File: src/rtl/lpsb_pkg.sv
// Shared types and constants for the lidar point scan binner.
package lpsb_pkg;

	// Field widths
	localparam int unsigned ANGLE_W    = 16;
	localparam int unsigned DIST_W     = 16;
	localparam int unsigned INTEN_W    = 8;
	localparam int unsigned COUNT_W    = 10;
	localparam int unsigned BIN_OUT_W  = 9;
	localparam int unsigned CORR_OUT_W = 18;
	localparam int unsigned ROT_CFG_W  = 17;
	localparam int unsigned CORR_CFG_W = 11;
	localparam int unsigned CFG_IDX_W  = 3;
	localparam int unsigned CFG_DATA_W = 17;

	// Defaults for top-level parameters
	localparam int unsigned DEF_MAX_BEAMS = 512;
	localparam int unsigned DEF_OUT_DEPTH = 8;

	// Scan epoch kept with each bin entry
	localparam int unsigned EPOCH_W = 8;
	localparam logic [EPOCH_W-1:0] EPOCH_MAX = {EPOCH_W{1'b1}};

	// Angle wrap and bin arithmetic
	localparam int unsigned ROT_SUM_W = 18;
	localparam int unsigned WRAP_W    = 17;
	localparam logic signed [ROT_SUM_W-1:0] TURN_S = 18'sd36000;
	localparam int unsigned PROD_W      = 27;
	localparam int unsigned CEIL_ADD    = 35999;
	// x / 36000 = (x >> 5) / 1125, the latter as multiply by ceil(2^34 / 1125)
	localparam int unsigned PRE_SHIFT   = 5;
	localparam int unsigned RECIP_MULT  = 15270995;
	localparam int unsigned RECIP_SHIFT = 34;
	localparam int unsigned QP_W        = 46;
	localparam int unsigned QUOT_W      = QP_W - RECIP_SHIFT;

	typedef enum logic [CFG_IDX_W-1:0] {
		CFG_ROTATION   = 3'd0,
		CFG_CORRECTION = 3'd1,
		CFG_SCAN_CCW   = 3'd2,
		CFG_CROP_EN    = 3'd3,
		CFG_CROP_MIN   = 3'd4,
		CFG_CROP_MAX   = 3'd5
	} cfg_idx_t;

	typedef struct packed {
		logic signed [ROT_CFG_W-1:0]  rotation;
		logic signed [CORR_CFG_W-1:0] correction;
		logic                         scan_ccw;
		logic                         crop_en;
		logic [ANGLE_W-1:0]           crop_min;
		logic [ANGLE_W-1:0]           crop_max;
	} cfg_t;

	typedef struct packed {
		logic [ANGLE_W-1:0] angle;
		logic [DIST_W-1:0]  dist_mm;
		logic [INTEN_W-1:0] inten;
		logic [COUNT_W-1:0] count;
		logic [EPOCH_W-1:0] epoch;
	} point_t;

	typedef struct packed {
		logic [COUNT_W-1:0] bin;
		logic               point_ok;
		logic [DIST_W-1:0]  dist_mm;
		logic [INTEN_W-1:0] inten;
		logic [EPOCH_W-1:0] epoch;
	} bin_item_t;

	typedef struct packed {
		logic [BIN_OUT_W-1:0]         bin_index;
		logic                         range_written;
		logic                         range_valid;
		logic [DIST_W-1:0]            range_mm;
		logic signed [CORR_OUT_W-1:0] corrected_range_mm;
		logic                         intensity_valid;
		logic [INTEN_W-1:0]           intensity_out;
	} result_t;

	typedef struct packed {
		logic busy;
		logic done;
	} sweep_stat_t;

endpackage

File: src/rtl/lpsb_out_fifo.sv
// Result queue between the bin update stage and the output channel.
module lpsb_out_fifo import lpsb_pkg::*; #(
	parameter int unsigned DEPTH = DEF_OUT_DEPTH
) (
	input  logic                       clk,
	input  logic                       arst_n,
	input  logic                       push,
	input  result_t                    push_data,
	input  logic                       pop,
	output result_t                    head,
	output logic                       not_empty,
	output logic [$clog2(DEPTH+1)-1:0] count
);

	localparam int unsigned PTR_W = $clog2(DEPTH);
	localparam int unsigned CNT_W = $clog2(DEPTH + 1);

	result_t           slot_q [DEPTH];
	logic [PTR_W-1:0]  wr_ptr_q, rd_ptr_q;
	logic [CNT_W-1:0]  count_q;

	assign head      = slot_q[rd_ptr_q];
	assign not_empty = (count_q != '0);
	assign count     = count_q;

	always_ff @(posedge clk) begin
		if (push) begin
			slot_q[wr_ptr_q] <= push_data;
		end
	end

	always_ff @(posedge clk or negedge arst_n) begin
		if (!arst_n) begin
			wr_ptr_q <= '0;
			rd_ptr_q <= '0;
			count_q  <= '0;
		end else begin
			if (push) begin
				wr_ptr_q <= (wr_ptr_q == PTR_W'(DEPTH - 1)) ? '0 : wr_ptr_q + PTR_W'(1);
			end
			if (pop) begin
				rd_ptr_q <= (rd_ptr_q == PTR_W'(DEPTH - 1)) ? '0 : rd_ptr_q + PTR_W'(1);
			end
			count_q <= count_q + CNT_W'(push) - CNT_W'(pop);
		end
	end

`ifndef SYNTH
	a_no_overflow: assert property (@(posedge clk) disable iff (!arst_n)
		(push && !pop) |-> (count_q < CNT_W'(DEPTH)))
		else $error("result queue overflow");
`endif

endmodule

File: config.mk
export PLATFORM = sky130hd
export DESIGN_NAME = lpsb_out_fifo
export DESIGN_NICKNAME = d
export VERILOG_FILES = /design/src/rtl/lpsb_pkg.sv /design/src/rtl/lpsb_out_fifo.sv
export SDC_FILE = /design/constraint.sdc
export NUM_CORES = 1
export LEC_CHECK = 0
export BUFFER_PORTS_ARGS = -buffer_cell sky130_fd_sc_hd__buf_2
export CORE_MARGIN = 5
export CORE_UTILIZATION = 35
export CTS_CLUSTER_SIZE = 14
export DETAILED_ROUTE_END_ITERATION = 8
export SYNTH_ARGS = -nofsm -noshare
export SYNTH_HDL_FRONTEND = slang
export SYNTH_SLANG_ARGS = --single-unit
File: constraint.sdc
create_clock -name clk -period 4.65 [get_ports clk]
set_input_delay 0.93 -clock clk [delete_from_list [all_inputs] [get_ports clk]]
set_output_delay 0.93 -clock clk [all_outputs]
set_load 0.02 [all_outputs]
== Yosys cells after proc, flatten, opt, wreduce, memory -nomap -nowiden ==
Memories as Yosys holds them, arrays and structs flattened.
Cells that the tools add are included.

* Bits in writable memories: 432
* Input bits: 58
* Memories kept: 1
* Output and inout bits: 59
* Logic and storage cells: 15
* Register bits: 10

{| class="wikitable"
|+ Memory list
! memory !! depth !! width !! read ports !! clocked after memory_dff !! write ports !! line !! text
|-
| slot_q || 8 || 54 || 1 || 0 || 1 || lpsb_out_fifo.sv:18 || <nowiki>result_t slot_q [DEPTH];</nowiki>
|}

* Reductions and logical operators: 1
* $add $sub $neg: 4
* Multiplexer cells: 4
* Equal/unequal tests: 2

{| class="wikitable"
|+ Operators by type and width
! cell !! count
|-
| adder 3 x 1 -> 3 bit, second input constant || 2
|-
| equality test 3 bit, second input constant || 2
|-
| 2-to-1 mux 3 bit || 2
|-
| adder 4 x 1 -> 4 bit || 1
|-
| nonzero test 4 bit || 1
|-
| subtractor 4 x 1 -> 4 bit || 1
|-
| 2-to-1 mux 1 bit || 2
|}

== Logic depth before layout (Yosys ltp) ==
* Depth after elaboration: 2
* Depth in mapped cells: 7
* Gate-level depth less buffers: 7

== Least setup slack after synthesis ==
Ideal clock, no wire load.

* Path type: input to register
* Start: input port push
* End: memory slot_q[0][0] (netlist name) (enable)
* Arrival: 4,705 ps
* Stages: 2
* Setup slack: -587 ps
* Cell sequence: nand2b_1 -> nor3_1

* Cells in the longest elaborated chain, start to end: 2

{| class="wikitable"
|+ Ends and longest elaborated chain
! item !! line !! text
|-
| start, declared || lpsb_out_fifo.sv:7 || <nowiki>input logic push,</nowiki>
|-
| 2-to-1 mux 1 bit || lpsb_out_fifo.sv:27 || <nowiki>if (push) begin</nowiki>
|-
| 2-to-1 mux 1 bit (not written as such) || lpsb_out_fifo.sv:28 || <nowiki>slot_q[wr_ptr_q] <= push_data;</nowiki>
|-
| end, declared || lpsb_out_fifo.sv:18 ||
|}

Every way passes these cells.

==> metrics.cfg <==
[place]
globalplace.congestion = 0.657
place_hpwl_mm = 19.3
dpl_cell_area_um2 = 18300
port_buffers = 116
dp.cells = 1512

[global_route]
grt_pass1_wl_mm = 53.1
antenna_found_initial = 5
grt_remaining_overflow = 0
grt_max_degree = 100
gr-usage-all-layers_pct = 13.4
grt_pass1_vias = 8421

[sta]
post-route-min-period_ps = 3760
setup_viol = 0
fin_crit_sh_pct = 80.9
hold_viol_final = 0
worst_slew_pin_slew_ps = 921
max_slew_margin_pct = 38.6
finClkSkew_ps = 8.03
slew_viol_final = 0
rsz0062_at_grt = no
tns_ps = 0
timing.fmax_ghz = 0.266

[clocking]
cts_setup_buffers = 0
cts_max_level = 2
cts_buffers = 47
insertion_delay_ps = 560
cts_sinks = 442
clockBufferDepth = 3
cts_tree = yes
clkTransAtPathRegs_ps = 60
cts_hold_buf = 0
clockRootBuffer = clkbuf_16
cts_resized = 0

[route]
totalWireLength_mm = 35.2
vias_per_cell = 4.90
drt_iter0_drc = 571
vias = 7818
wl_met1_mm = 15.5
met3_length_mm = 1.76
dr.pass1.iters = 4
drc = 0
highest_layer = met5
wl_met2_mm = 17.2
post_drt_wl_per_cell_um = 22.0
drtAntennaViolNets = 0

[pwr]
power.density_nw_per_um2 = 643
p_total_mw = 12.7
peakVddDrop_uv = 309
power.leakage_nw = 6.69

[logic_synthesis]
synth_edf_count = 432
ys_seq_area_share_pct = 78.6
syn_area_um2 = 16800
synthDistinctLibCells = 23
async_reset_ff_share_pct = 2.26
syn_inst = 793
synth.avg_cell_area_um2 = 21.2
yosysWarnings = 0
synth_nets = 861
synth-main-ff-cell = edfxtp_1
ys_ff_latch = 442

[layout]
drive_gt1_share_pct = 33.1
syn2layout_area_growth_pct = 17.1
stdcell_count = 1597
post-route-cell-area_um2 = 19700
fin_nets = 1014

[worst_setup_path]
r2r-start = wr_ptr_q[0]
arrival_ps = 2830
path_class = reg -> out
worstSetupStartpointType = flop
ff2ff_path_depth = 3
r2r_slack_ps = 2470
cp_max_fo = 43
r2r_end = slot_q[5][27]
cp.required_ps = 3720
cp-end-kind = output port

[floorplan]
die-width_um = 229
rows = 80
die_h_um = 229
dieArea_um2 = 52500
io_pins = 117
coreArea_um2 = 47600
initial_utilization_pct = 35.3

[hold_path]
min_path_type = in -> async

[run_status]
status = finished, final reports clean

[run]
drv_cap = 0

==> cell families (layout without fill, tap and decap cells) <==
logic type	Yosys count	after routing	share of synthesized area, %
compound gates	4	4	0.134
other cells	0	1	0
xor+xnor	2	2	0.104
simple gates	180	180	4.11
fa+ha+maj	10	10	0.789
buf+inv	43	231	1.52
flops	442	442	78.6
mux	112	112	14.7
==> registers in the layout (all words and copies together), names as in the netlist <==
| name | flops |
|---|---|
| slot_q | 432 |
| count | 4 |
| rd_ptr_q | 3 |
| wr_ptr_q | 3 |
==> routing by layer <==
layer | up-vias | track usage, %
met5 | - | 0
met4 | 8 | 4.00
met3 | 56 | 2.94
met2 | 175 | 22.0
met1 | 4096 | 18.0
li1 | 3483 | -
==> final cells by class <==
type / count / area, um2
clock buffer: 62 / 1270
sequential: 442 / 13200
fill: 4201 / 28000
multi-input combinational: 308 / 3410
antenna: 1 / 2.50
tap: 615 / 769
timing repair buffer: 139 / 816
inverter: 8 / 30.0
clock inverter: 22 / 159
==> cells in the mapped netlist (4+ instances only) <==
master	n	area (um2)
buf_6	10	113
inv_1	7	26.3
buf_2	9	45.0
nand2_1	165	619
clkbuf_1	8	30.0
mux4_2	108	2430
nor2_1	8	30.0
dfrtp_1	10	250
edfxtp_1	432	13000
buf_1	6	22.5
mux2_2	4	45.0
ha_1	9	113
==> worst max-delay path by stage <==
stage	from	to	slack, ps	cells past startpoint
after floorplan	push	slot_q[1][0]	860	2
after global placement	rd_ptr_q[0]	head[48]	1400	5
after detailed placement	rd_ptr_q[0]	head[47]	1380	5
after CTS	rd_ptr_q[0]	head[47]	750	5
after global routing	rd_ptr_q[0]	head[47]	660	5
final	rd_ptr_q[0]	head[49]	890	5
==> placed cells by master, fill, tap and decap left out, types with 4 or more instances in the layout <==
cell	count
buf_12	5
nand2_1	165
clkinv_1	9
dfrtp_1	7
clkinv_2	8
mux2_2	4
mux4_2	108
buf_4	18
nor2_4	6
ha_1	9
edfxtp_1	432
inv_1	7
clkbuf_1	13
clkbuf_16	49
buf_2	116
==> stage by stage <==
stage                     util, %  hold WS (ps)  setup slack (ps)
after floorplan                 -           524               861
after global placement       38.3           545              1400
after detailed placement     38.3           551              1380
after CTS                    41.3           209               754
after global routing         41.3           230               660
final                        41.3           234               888
==> power by group <==
group,internal [mW],switching (mW)
sequential,5.00,0.238
clock,2.03,1.44
combinational,1.59,2.37
==> worst max-delay path, stage by stage (launching register included) <==
cell and delay (ps):
dfrtp_4 870, buf_12 410, mux4_2 540, nand2_1 80
nand2_1 140, buf_2 200
No activity file was read; power rests on OpenSTA's default activity.
