--- src/rtl/lpsb_pkg.sv ---
// Shared types and constants for the lidar point scan binner.
package lpsb_pkg;

	// Field widths
	localparam int unsigned ANGLE_W    = 16;
	localparam int unsigned DIST_W     = 16;
	localparam int unsigned INTEN_W    = 8;
	localparam int unsigned COUNT_W    = 10;
	localparam int unsigned BIN_OUT_W  = 9;
	localparam int unsigned CORR_OUT_W = 18;
	localparam int unsigned ROT_CFG_W  = 17;
	localparam int unsigned CORR_CFG_W = 11;
	localparam int unsigned CFG_IDX_W  = 3;
	localparam int unsigned CFG_DATA_W = 17;

	// Defaults for top-level parameters
	localparam int unsigned DEF_MAX_BEAMS = 512;
	localparam int unsigned DEF_OUT_DEPTH = 8;

	// Scan epoch kept with each bin entry
	localparam int unsigned EPOCH_W = 8;
	localparam logic [EPOCH_W-1:0] EPOCH_MAX = {EPOCH_W{1'b1}};

	// Angle wrap and bin arithmetic
	localparam int unsigned ROT_SUM_W = 18;
	localparam int unsigned WRAP_W    = 17;
	localparam logic signed [ROT_SUM_W-1:0] TURN_S = 18'sd36000;
	localparam int unsigned PROD_W      = 27;
	localparam int unsigned CEIL_ADD    = 35999;
	// x / 36000 = (x >> 5) / 1125, the latter as multiply by ceil(2^34 / 1125)
	localparam int unsigned PRE_SHIFT   = 5;
	localparam int unsigned RECIP_MULT  = 15270995;
	localparam int unsigned RECIP_SHIFT = 34;
	localparam int unsigned QP_W        = 46;
	localparam int unsigned QUOT_W      = QP_W - RECIP_SHIFT;

	typedef enum logic [CFG_IDX_W-1:0] {
		CFG_ROTATION   = 3'd0,
		CFG_CORRECTION = 3'd1,
		CFG_SCAN_CCW   = 3'd2,
		CFG_CROP_EN    = 3'd3,
		CFG_CROP_MIN   = 3'd4,
		CFG_CROP_MAX   = 3'd5
	} cfg_idx_t;

	typedef struct packed {
		logic signed [ROT_CFG_W-1:0]  rotation;
		logic signed [CORR_CFG_W-1:0] correction;
		logic                         scan_ccw;
		logic                         crop_en;
		logic [ANGLE_W-1:0]           crop_min;
		logic [ANGLE_W-1:0]           crop_max;
	} cfg_t;

	typedef struct packed {
		logic [ANGLE_W-1:0] angle;
		logic [DIST_W-1:0]  dist_mm;
		logic [INTEN_W-1:0] inten;
		logic [COUNT_W-1:0] count;
		logic [EPOCH_W-1:0] epoch;
	} point_t;

	typedef struct packed {
		logic [COUNT_W-1:0] bin;
		logic               point_ok;
		logic [DIST_W-1:0]  dist_mm;
		logic [INTEN_W-1:0] inten;
		logic [EPOCH_W-1:0] epoch;
	} bin_item_t;

	typedef struct packed {
		logic [BIN_OUT_W-1:0]         bin_index;
		logic                         range_written;
		logic                         range_valid;
		logic [DIST_W-1:0]            range_mm;
		logic signed [CORR_OUT_W-1:0] corrected_range_mm;
		logic                         intensity_valid;
		logic [INTEN_W-1:0]           intensity_out;
	} result_t;

	typedef struct packed {
		logic busy;
		logic done;
	} sweep_stat_t;

endpackage

--- src/rtl/lpsb_bin_calc.sv ---
// Point validity, angle wrap and bin index pipeline (four stages).
module lpsb_bin_calc import lpsb_pkg::*; #(
	parameter int unsigned MAX_BEAMS = DEF_MAX_BEAMS
) (
	input  logic      clk,
	input  logic      arst_n,
	input  logic      in_fire,
	input  point_t    point,
	input  cfg_t      cfg,
	output logic      item_valid,
	output bin_item_t item,
	output logic      drop
);

	typedef struct packed {
		logic [COUNT_W-1:0] nm1;
		logic               point_ok;
		logic [DIST_W-1:0]  dist_mm;
		logic [INTEN_W-1:0] inten;
		logic [EPOCH_W-1:0] epoch;
	} carry_t;

	logic valid_s1, valid_s2, valid_s3, valid_s4;
	point_t pt_s1;
	carry_t c_w, c_s2, c_s3, c_s4;

	logic                        crop_hit_w;
	logic signed [ROT_SUM_W-1:0] sum_w, hi_w, lo_w;
	logic [WRAP_W-1:0]           rot_w, rot_s2;
	logic                        neg_w, neg_s2, neg_s3, neg_s4;
	logic [PROD_W-1:0]           prod_w, prod_s3, ceil_w;
	logic [QP_W-1:0]             qp_w;
	logic [QUOT_W-1:0]           quot_s4;
	logic                        over_w;

	// s1: validity, clamp of count, rotation with one wrap
	always_comb begin
		crop_hit_w = cfg.crop_en && (pt_s1.angle >= cfg.crop_min) &&
			(pt_s1.angle <= cfg.crop_max);
		c_w.point_ok = (pt_s1.dist_mm != '0) && !crop_hit_w;
		c_w.dist_mm  = pt_s1.dist_mm;
		c_w.inten    = pt_s1.inten;
		c_w.epoch    = pt_s1.epoch;
		if (pt_s1.count < COUNT_W'(2)) begin
			c_w.nm1 = COUNT_W'(1);
		end else if (32'(pt_s1.count) > 32'(MAX_BEAMS)) begin
			c_w.nm1 = COUNT_W'(MAX_BEAMS - 1);
		end else begin
			c_w.nm1 = pt_s1.count - COUNT_W'(1);
		end

		sum_w = $signed({2'b00, pt_s1.angle}) + {cfg.rotation[ROT_CFG_W-1], cfg.rotation};
		hi_w  = sum_w - TURN_S;
		lo_w  = sum_w + TURN_S;
		if (sum_w >= TURN_S) begin
			rot_w = hi_w[WRAP_W-1:0];
			neg_w = 1'b0;
		end else if (sum_w < 0) begin
			rot_w = lo_w[WRAP_W-1:0];
			neg_w = lo_w[ROT_SUM_W-1];
		end else begin
			rot_w = sum_w[WRAP_W-1:0];
			neg_w = 1'b0;
		end
	end

	// s2: angle times (count - 1)
	assign prod_w = PROD_W'(rot_s2) * PROD_W'(c_s2.nm1);

	// s3: ceil divide by a full turn
	assign ceil_w = prod_s3 + PROD_W'(CEIL_ADD);
	assign qp_w   = QP_W'(ceil_w[PROD_W-1:PRE_SHIFT]) * QP_W'(RECIP_MULT);

	// s4: range check and mirror
	assign over_w     = neg_s4 || (quot_s4 > QUOT_W'(c_s4.nm1));
	assign item_valid = valid_s4 && !over_w;
	assign drop       = valid_s4 && over_w;

	always_comb begin
		item.point_ok = c_s4.point_ok;
		item.dist_mm  = c_s4.dist_mm;
		item.inten    = c_s4.inten;
		item.epoch    = c_s4.epoch;
		if (cfg.scan_ccw) begin
			item.bin = c_s4.nm1 - quot_s4[COUNT_W-1:0];
		end else begin
			item.bin = quot_s4[COUNT_W-1:0];
		end
	end

	always_ff @(posedge clk or negedge arst_n) begin
		if (!arst_n) begin
			valid_s1 <= 1'b0;
			valid_s2 <= 1'b0;
			valid_s3 <= 1'b0;
			valid_s4 <= 1'b0;
		end else begin
			valid_s1 <= in_fire;
			valid_s2 <= valid_s1;
			valid_s3 <= valid_s2;
			valid_s4 <= valid_s3;
		end
	end

	always_ff @(posedge clk) begin
		if (in_fire) begin
			pt_s1 <= point;
		end
		c_s2    <= c_w;
		rot_s2  <= rot_w;
		neg_s2  <= neg_w;
		c_s3    <= c_s2;
		prod_s3 <= prod_w;
		neg_s3  <= neg_s2;
		c_s4    <= c_s3;
		quot_s4 <= qp_w[QP_W-1:RECIP_SHIFT];
		neg_s4  <= neg_s3;
	end

endmodule

--- config.mk ---
export PLATFORM = sky130hd
export DESIGN_NAME = lpsb_bin_calc
export DESIGN_NICKNAME = d
export VERILOG_FILES = /design/src/rtl/lpsb_pkg.sv /design/src/rtl/lpsb_bin_calc.sv
export SDC_FILE = /design/constraint.sdc
export NUM_CORES = 1
export LEC_CHECK = 0
export ABC_AREA = 1
export BUFFER_PORTS_ARGS = -buffer_cell sky130_fd_sc_hd__buf_2
export CAP_MARGIN = 5
export CORE_ASPECT_RATIO = 0.5
export CORE_UTILIZATION = 55
export DETAILED_ROUTE_END_ITERATION = 10
export HOLD_SLACK_MARGIN = 0.06
export PLACE_DENSITY = 0.75
export SYNTH_ARGS = -nofsm -noshare
export SYNTH_HDL_FRONTEND = slang
export SYNTH_SLANG_ARGS = --single-unit
--- constraint.sdc ---
create_clock -name clk -period 13.27 [get_ports clk]
set_clock_uncertainty 0.05 [all_clocks]
set_input_delay 0.6635 -clock clk [delete_from_list [all_inputs] [get_ports clk]]
set_output_delay 0.6635 -clock clk [all_outputs]
set_load 0.01 [all_outputs]
## Word-level counts from Yosys, hierarchy flattened

Cells that the tools add are included.

| storage, ports and cells | value |
|---|---|
| flip-flop bits (word level) | 250 |
| bits in latches | 0 |
| bits in writable memories | 0 |
| memory bits (read-only) | 0 |
| input port bits | 123 |
| output and inout port bits | 45 |
| logic and storage cells | 62 |
| memories | 0 |

| operators by class | value |
|---|---|
| $add $sub $neg | 6 |
| multipliers | 2 |
| div/mod/pow operators | 0 |
| order comparisons | 7 |
| eq/ne operators | 0 |
| shift-type cells | 0 |
| multiplexer cells | 4 |
| bitwise operators | 1 |
| reductions and logical operators | 11 |

Operators by type and width:

| cell | number |
|---|---|
| $mul A22 B24 Y46 const B | 1 |
| $mux W17 | 2 |
| $add A27 B16 Y27 const B | 1 |
| $mul A17 B10 Y27 | 1 |
| $add A17 B17 Y18 | 1 |
| $add A18 B17 Y18 const B | 1 |
| $ge A18 B17 Y1 const B | 1 |
| $lt A18 B1 Y1 const B | 1 |
| $sub A17 B17 Y17 const B | 1 |
| $ge A16 B16 Y1 | 1 |
| $le A16 B16 Y1 | 1 |
| $reduce_bool A16 Y1 | 1 |
| $gt A12 B10 Y1 | 1 |
| $gt A10 B10 Y1 const B | 1 |
| $lt A10 B2 Y1 const B | 1 |
| $mux W10 | 1 |
| $sub A10 B1 Y10 const B | 1 |
| $sub A10 B10 Y10 | 1 |
| $mux W9 | 1 |
| $logic_and A1 B1 Y1 | 5 |
| $reduce_or A2 Y1 | 2 |
| $logic_not A1 Y1 | 2 |
| $logic_or A1 B1 Y1 | 1 |
| $not A1 Y1 | 1 |

## Depth between registers and ports, before layout

| depth | value |
|---|---|
| word-level depth | 5 |
| gate-level depth with buffers | 39 |
| gate-level depth less buffers | 39 |

## Worst setup path before layout

No wires, ideal clock.

| path | value |
|---|---|
| path type | reg2reg |
| start | register prod_s3[2] |
| end | register quot_s4[11] |
| setup time | 0.112 ns |
| data arrival time | 6.441 ns |
| data required time | 13.108 ns |
| path slack | 6.666 ns |
| stages on the path, launching flop included | 35 |
| buffers on the path | 0 |
| clock period less this slack | 6.604 ns |
| path through | dfxtp_1 > nor2_1 > nand3_2 > nand3_2 > nand2_2 > nand2_2 > o21ai_2 > nand2_1 > nor2_1 > nand2_1 > nor2_1 > xor2_1 > ha_1 > inv_1 > fa_1 > fa_1 > inv_1 > fa_1 > inv_1 > fa_1 > fa_1 > inv_1 > fa_1 > ha_1 > nand2_1 > nor3_1 > inv_1 > or2_0 > nand2_1 > inv_1 > o21ai_1 > o21bai_1 > inv_1 > nand2_1 > nand2_1 |

| on the way | value |
|---|---|
| longest elaborated chain between the ends | 2 |

Ends and longest elaborated chain:

| element | line | source |
|---|---|---|
| from (decl) | lpsb_bin_calc.sv:31 | `logic [PROD_W-1:0] prod_w, prod_s3, ceil_w;` |
| from (signal assigned) | lpsb_bin_calc.sv:113 | `prod_s3 <= prod_w;` |
| $add A27 B16 Y27 | lpsb_bin_calc.sv:71 | `assign ceil_w = prod_s3 + PROD_W'(CEIL_ADD);` |
| $mul A22 B24 Y46 | lpsb_bin_calc.sv:72 | `assign qp_w = QP_W'(ceil_w[PROD_W-1:PRE_SHIFT]) * QP_W'(RECIP_MULT);` |
| via qp_w[45] | lpsb_bin_calc.sv:32 | `logic [QP_W-1:0] qp_w;` |
| to (signal assigned) | lpsb_bin_calc.sv:116 | `quot_s4 <= qp_w[QP_W-1:RECIP_SHIFT];` |
| to (decl) | lpsb_bin_calc.sv:33 | `logic [QUOT_W-1:0] quot_s4;` |

The timed path passes the listed nets, and every way through them passes these cells.
A chain may end at the register's enable or synchronous reset.

## Final worst setup path

| path | value |
|---|---|
| start | register prod_s3[6] |
| end | register quot_s4[11] |

The elaborated chain is that of the path after synthesis.

==> impl_metrics.json <==
{
  "outcome": "completed",
  "wire_per_inst_um": 14.8,
  "area_delta_synth_final_pct": 8.11,
  "post_dp_cell_area_um2": 25100,
  "max_cap_viol_count": 0,
  "required_ns": 13.63,
  "cts_max_level": 1,
  "synthSimpleGateAreaFrac_pct": 15.1,
  "fin_area_um2": 26000,
  "ctsResizeCount": 0,
  "syn_nets": 3544,
  "crit_path_end_kind": "register",
  "start_util_pct": 56.5,
  "synth_compound_area_share_pct": 6.43,
  "yosysMostFrequentCell": "inv_1",
  "fp.dieH_um": 150,
  "cts_max_path_buffers": 3,
  "crit_fanout": 8,
  "dieWidth_um": 298,
  "async_flop_share_pct": 1.60,
  "synth_xor_area_share_pct": 2.51,
  "postCtsHoldBufs": 1,
  "clock-sinks": 250,
  "synth_edf_count": 58,
  "ys_top_cells_by_count": "630 x inv_1, 512 x nand2_1, 391 x ha_1",
  "firstDrtPassIters": 5,
  "ys_warn_count": 0,
  "drtIter0Drc": 980,
  "grt_max_degree": 60,
  "via_per_inst": 5.05,
  "grt_setup_unrepaired": "no",
  "drc_errors": 0,
  "synth-main-ff-cell": "dfxtp_1",
  "dp_cells": 3444,
  "synth-adder-area-share_pct": 41.0,
  "syn-cell-area_um2": 24000,
  "hold_path.class": "in2reg",
  "core-area_um2": 42500,
  "place.gp.congestion": 0.980,
  "gr-total-overflow": 0,
  "arrival_ns": 8.19,
  "vias": 17602,
  "antenna_found_initial": 1,
  "fmaxAchievable_mhz": 128,
  "fin_ws_ns": 5.44,
  "postSynthAreaPerCell_um2": 8.64,
  "finalHoldViolCount": 0,
  "synthMuxAreaShare_pct": 0,
  "synth_top_area_cell": "fa_1",
  "nets": 3655,
  "cts_tree": "done",
  "dp_slack_ns": 5.50,
  "finalSetupViolCount": 0,
  "grt_pass1_wl_um": 85400,
  "clk_latency_ns": 0.55,
  "totalNegativeSetupSlack_ns": 0,
  "tightest_slew_ns": 1.03,
  "cts_setup_buffers": 0,
  "critical_path_class": "reg2reg",
  "slowest_delay_ns": 0.77,
  "root_buffer": "clkbuf_16",
  "synth_top_family_by_area": "adder cells",
  "numCtsBuffers": 23,
  "io_buffers": 156,
  "io_pins": 168,
  "crit_slowest_cell": "xor2_1",
  "yosysUniqueCellTypes": 55,
  "synthTopCellsByArea": "fa_1 21%, ha_1 20%, dfxtp_1 16%",
  "fin_cells": 3488,
  "dieArea_um2": 44600,
  "start_kind": "register",
  "synth_seq_cells": 250,
  "hpwl_um": 44100,
  "netlist.area_leader.share_pct": 20.7,
  "ys_seq_area_share_pct": 23.3,
  "clk_pin_slew_ns": 0.07,
  "grt_pass1_vias": 17736,
  "drive_gt1_share_pct": 9.18,
  "gr-usage-all-layers_pct": 23.8,
  "fin_crit_ns": 7.83,
  "postRouteAntennaNets": 0,
  "post-route-period-util_pct": 59.0,
  "synthCells": 2782,
  "fp-row-count": 53,
  "slew_headroom_pct": 31.2,
  "wl_um": 51600,
  "report.final.slew_viol_count": 0
}
## final cells by class
type | instances | area (um^2)
Antenna cell | 1 | 2.50
Clock buffer | 32 | 672
Clock inverter | 10 | 148
Fill cell | 3654 | 16500
Inverter | 636 | 2390
Multi-Input combinational cell | 1823 | 15600
Sequential cell | 250 | 5610
Tap cell | 577 | 722
Timing Repair Buffer | 159 | 806
## worst max-delay path, delay by kind of cell (launching register included)
| kind | cells | cell delay, ns |
|---|---|---|
| simple gates | 12 | 1.46 |
| flops | 1 | 0.45 |
| buf+inv | 6 | 0.36 |
| xor+xnor | 1 | 0.77 |
| compound gates | 5 | 0.87 |
| fa+ha+maj | 8 | 3.76 |
## cells in the final DEF (no fill, tap or decap), drive strengths merged, types with 2 or more instances in the layout
cell,instances
clkbuf,32
buf,158
xnor2,18
a21boi,8
dfxtp,188
or2,14
nand2,538
nor4,8
nor2,152
ha,391
o221ai,2
fa,248
a211oi,4
and2,2
a21oi,117
o21ai,79
xor2,47
nor3,25
o2111ai,4
nand3,90
edfxtp,58
bufinv,2
o21a,8
o21bai,5
nand4,22
o31ai,2
o211ai,6
a21o,13
a31oi,13
dfrtp,4
inv,638
clkinv,5
## worst paths after layout
| kind | startpoint | to | slack [ns] | depth (start not counted) |
|---|---|---|---|---|
| max in group asynchronous | arst_n | valid_s3 | 12.65 | 2 |
| min in group asynchronous | arst_n | valid_s1 | 0.41 | 2 |
| setup reg to reg | prod_s3[6] | quot_s4[11] | 5.44 | 32 |
| setup / recovery | prod_s3[6] | quot_s4[11] | 5.44 | 32 |
| hold / removal | point[56] | pt_s1[56] | 0.24 | 1 |
| hold reg to reg | c_s2[29] | c_s3[29] | 0.27 | 0 |
## layer usage
layer	track usage, %	part of all wire, %
met1	31.1	45
met3	3.46	5.0
met5	0	0
met4	6.73	2.5
met2	41.3	47
## logic make-up after synthesis
logic type | count (synthesis)
buffers and inverters | 709
and+or+nand+nor | 853
DFF | 250
xor gates and xnor gates | 65
other | 1
adders and majority gates | 639
AOI/OAI and AO/OA | 265
## sequential cells by signal, indices dropped and copies added, names as in the netlist
signal    cells
c_s2         43
c_s3         43
c_s4         10
c_w          32
item         33
neg_s2        1
neg_s3        1
neg_s4        1
prod_s3      27
pt_s1        26
quot_s4      12
rot_s2       17
valid_s1      1
valid_s2      1
valid_s3      1
valid_s4      1
## metrics by stage
step	utilization [%]	hold WS, ns
floorplan	-	0.260
global placement	59.1	0.260
detailed placement	59.1	0.262
CTS	61.1	0.214
global route	61.1	0.215
finish	61.1	0.236
Power is left out: the tool's default activity adds up to more than one toggle a clock period on the data nets, which glitch-free logic cannot reach.
